### src/sv/cau_pkg.sv
package cau_pkg;

  typedef enum logic [2:0] {
    CMD_ADD  = 3'd0,
    CMD_SUB  = 3'd1,
    CMD_MUL  = 3'd2,
    CMD_DIV  = 3'd3,
    CMD_CONJ = 3'd4,
    CMD_MAG  = 3'd5
  } cmd_t;

  localparam int DW = 32;

  // item as it travels from the front part to the back part
  typedef struct packed {
    logic [2:0]           cmd;
    logic signed [DW-1:0] a_re;
    logic signed [DW-1:0] a_im;
    logic signed [DW-1:0] b_re;
    logic signed [DW-1:0] b_im;
  } op_t;

  // result item
  typedef struct packed {
    logic [DW-1:0] re;
    logic [DW-1:0] im;
    logic          dbz;
    logic          sat;
  } res_t;

  // clip a sign/magnitude value to the signed 32-bit range
  function automatic logic [DW:0] clip_sm(input logic neg, input logic [64:0] mag);
    logic [DW:0] r;
    if (neg) begin
      if (mag > 65'h80000000) r = {1'b1, 32'h80000000};
      else r = {1'b0, 32'(-mag[DW-1:0])};
    end else begin
      if (mag > 65'h7fffffff) r = {1'b1, 32'h7fffffff};
      else r = {1'b0, mag[DW-1:0]};
    end
    return r;
  endfunction

endpackage

### src/sv/cau_front.sv
// Front part: accept items into a short queue that feeds the back part.
module cau_front (
  input  logic          clk,
  input  logic          rst_n,
  input  logic          push,
  output logic          full,
  input  cau_pkg::op_t  in_op,
  output logic          q_valid,
  output cau_pkg::op_t  q_op,
  input  logic          q_take
);
  import cau_pkg::*;

  localparam int DEPTH = 4;

  op_t        mem_r [DEPTH];
  logic [1:0] wp_r, rp_r;
  logic [2:0] cnt_r;
  logic       wr, rd;

  assign full    = (cnt_r == 3'(DEPTH));
  assign q_valid = (cnt_r != 3'd0);
  assign q_op    = mem_r[rp_r];
  assign wr      = push && !full;
  assign rd      = q_take && q_valid;

  // store accepted items
  always_ff @(posedge clk) begin
    if (wr) mem_r[wp_r] <= in_op;
  end

  // advance pointers and count
  always_ff @(posedge clk) begin
    if (!rst_n) begin
      wp_r <= '0; rp_r <= '0; cnt_r <= '0;
    end else begin
      if (wr) wp_r <= wp_r + 2'd1;
      if (rd) rp_r <= rp_r + 2'd1;
      cnt_r <= cnt_r + 3'(wr) - 3'(rd);
    end
  end

  a_cnt: assert property (@(posedge clk) disable iff (!rst_n) cnt_r <= 3'(DEPTH))
    else $error("queue count over depth");
  a_full: assert property (@(posedge clk) disable iff (!rst_n) full |-> !wr)
    else $error("write while full");
  a_emp: assert property (@(posedge clk) disable iff (!rst_n)
      (!q_valid && !wr) |=> !q_valid)
    else $error("queue went valid without write");
endmodule

### config.mk
export PLATFORM = sky130hd
export DESIGN_NAME = cau_front
export DESIGN_NICKNAME = d
export VERILOG_FILES = /design/src/sv/cau_pkg.sv /design/src/sv/cau_front.sv
export SDC_FILE = /design/constraint.sdc
export NUM_CORES = 1
export LEC_CHECK = 0
export BUFFER_PORTS_ARGS = -buffer_cell sky130_fd_sc_hd__buf_2
export CAP_MARGIN = 20
export CORE_MARGIN = 1
export CORE_UTILIZATION = 45
export DETAILED_ROUTE_END_ITERATION = 10
export GPL_ROUTABILITY_DRIVEN = 1
export PLACE_DENSITY = 0.66
export SYNTH_ARGS = -nofsm -noshare
export SYNTH_HDL_FRONTEND = slang
export SYNTH_SLANG_ARGS = --single-unit
### constraint.sdc
create_clock -name clk -period 6.03 [get_ports clk]
set_input_delay 0.603 -clock clk [delete_from_list [all_inputs] [get_ports clk]]
set_output_delay 0.603 -clock clk [all_outputs]
set_load 0.1 [all_outputs]
==> metrics <==
Post-CTS Setup Repair Bufs=0; Post-Route WL=around 36 mm; WHS=between 0.2 and 0.25 ns; setup TNS=0 ns; HP Class=in2reg; Synth Area in Compound Gates=less than 1%; CTS tree=built; H-tree levels=2; hold depth=1; HPWL after DPL=a little over 20 mm; max cap viols=0; multiplexer share of the synthesized area=~15%; DRT antenna net count=0; Pleak=0.007599 uW; critical path arrival=approximately 2.9 ns; final hold violation count=0; Seq/Total Area, Yosys=82.19%; Longest Clk Path Bufs=3; die width=roughly 210 um; final instance area=22,930 um^2; cell area after synthesis=19,360 um^2; largest net degree at the start of global routing=about 110; Buf/Inv on CP=2; Worst slew margin=33.99%; Max Freq=~290 MHz; Pre-antenna DRT Iters=4; main combinational cell family by area after synthesis=multiplexers; Synth Warn #=0; syn avg cell area=26.42 um^2; Crit path max-delay family=flip-flops; Critical-path top delay cell=dfxtp_4; number of library cell types mapped by synthesis=18; hold_sp=in_op[21]; Post-Synth Adder-Cell Area=0.4911%; xor/xnor cell area share of the yosys netlist=less than 1%; Critical Path Start Type=flip-flop; first-pass GRT wire length=54.25 mm; CP Capture Type=output pin; Clock Latency Late Sink=~0.58 ns; DR iter-0 viols=550; Congestion Overflow GR=0; Peak supply drop=approximately 0.00036 V; GP Congestion=approximately 0.7; Num CTS Buffers=53; GR Util met2=between 20% and 30%; vias in the first global route=9,119; RSZ-0062 raised after global routing=false; post-synth net total=875; area of the core region=roughly 42,000 um^2; Largest stage delay, worst path=0.93 ns; worst-case reg-to-reg path depth=4; status=finished clean; commonest cells after routing, fill and taps aside=edfxtp_1 (524), buf_2 (267), mux4_2 (131); starting density of the core=a little under half; area grow syn2layout=18.43%; clk root buf=clkbuf_16; Buffers on Ports=about 270; Power Density=around 540 nW/um^2; die area=about 44,000 um^2; clock sinks=around 530; Die Y=around 210 um; minimum clock period=~3.5 ns; layout cells sized above 1=between 40 and 50%; worst slew pin tran=0.9902 ns; Nets=roughly 1.2k; cell count after synthesis=approximately 730; Overall Power=12,390 uW; Final setup viols=0; met1 Use GR=roughly 22%; CP max FO=between 70 and 80; clock skew=~0.018 ns; Crit path depth=3; DP Area=~21,000 um^2; met3 GRT Util=5.925%; WP data required=~5.4 ns; # IOs=between 200 and 300; Worst Path Class, Setup=reg2out; crit-path cells=buf_12 -> mux4_2 -> buf_2; FP Rows=75; GR peak layer=met2; Reg clk slew, reported paths=0.06 ns; post-cts resize count=0; period utilization=a little under 60%; Yosys reg bits=about 530; total track usage=around 17%; final slew viol count=0; Routed WL per cell=roughly 22 um; Post-Synth Simple-Gate Area=0.5040%; antenna violations before repair=12; cts hold-fix bufs=0; DR DRC count=0; via count=~8.5k; origin of the critical flop-to-flop path=cnt_r[1]$_SDFF_PN0_; commonest non-fill, non-tap cell in the layout=edfxtp_1; routed vias/inst=around 5.3
-- cells in the mapped netlist, drive strengths merged --
library cell / count / area [um^2]
mux4: 131 / 2950
edfxtp: 524 / 15740
inv: 5 / 18.77
fa: 1 / 20.02
or3: 1 / 6.260
o311ai: 1 / 8.760
mux2i: 2 / 20.02
ha: 6 / 75.07
buf: 25 / 187.7
and2: 7 / 43.79
nor2b: 4 / 25.02
nand2: 4 / 15.01
dfxtp: 9 / 180.2
nor3b: 1 / 7.510
clkbuf: 7 / 26.28
xnor2: 4 / 35.03
o31a: 1 / 8.760
-- power by group --
group          internal [uW]  switching [uW]  leakage, uW
Clock                   1780            1300     0.000790
Sequential              4490             145      0.00488
Combinational            945            3730      0.00193
-- metal layers --
metal	up-vias	wire, um	part of all wire (%)
li1	3767	-	-
met4	14	796	2.2
met2	253	16870	47
met1	4443	14950	42
met5	-	94	0.26
met3	72	3119	8.7
-- flip-flops by register name, indices dropped and copies added, names as in the netlist, named ones only --
register  cells
cnt_r         3
mem_r       524
rp_r          2
wp_r          2
-- cell type report --
cell class / count / area [um^2]
diodes: 4 / 10.01
clock buffers: 67 / 1379
clock inverters: 29 / 242.7
fillers: 3194 / 19300
inverters: 5 / 18.77
multi-input cells: 163 / 3226
flip-flops and latches: 533 / 15920
well taps: 539 / 674.4
repair buffers: 275 / 1459
-- through the flow --
stage	setup slack, ns	cells	util (%)
after floorplan	0.6628	733	-
after global placement	3.084	1515	50.44
after detailed placement	3.050	1515	50.44
after CTS	2.453	1611	54.28
after global routing	2.365	1612	54.29
final	2.550	1615	54.31
-- cell families (layout without fill, tap and decap cells) --
group           count (synthesis)  after routing
compound gates                  2              2
xor+xnor                        4              4
fa+ha+maj                       7              7
buf+inv                        37            376
flops                         533            533
mux                           133            133
other cells                     0              4
simple gates                   17             17
-- path summary, 6_finish.rpt --
path                                  to  slack, ns
setup reg to reg  mem_r[2][66]$_DFFE_PP_       3.20
hold reg to reg     wp_r[1]$_SDFFE_PN0P_       0.51
setup / recovery                q_op[32]       2.55
hold / removal    mem_r[2][21]$_DFFE_PP_       0.23
(Power assumes the default switching activity.)
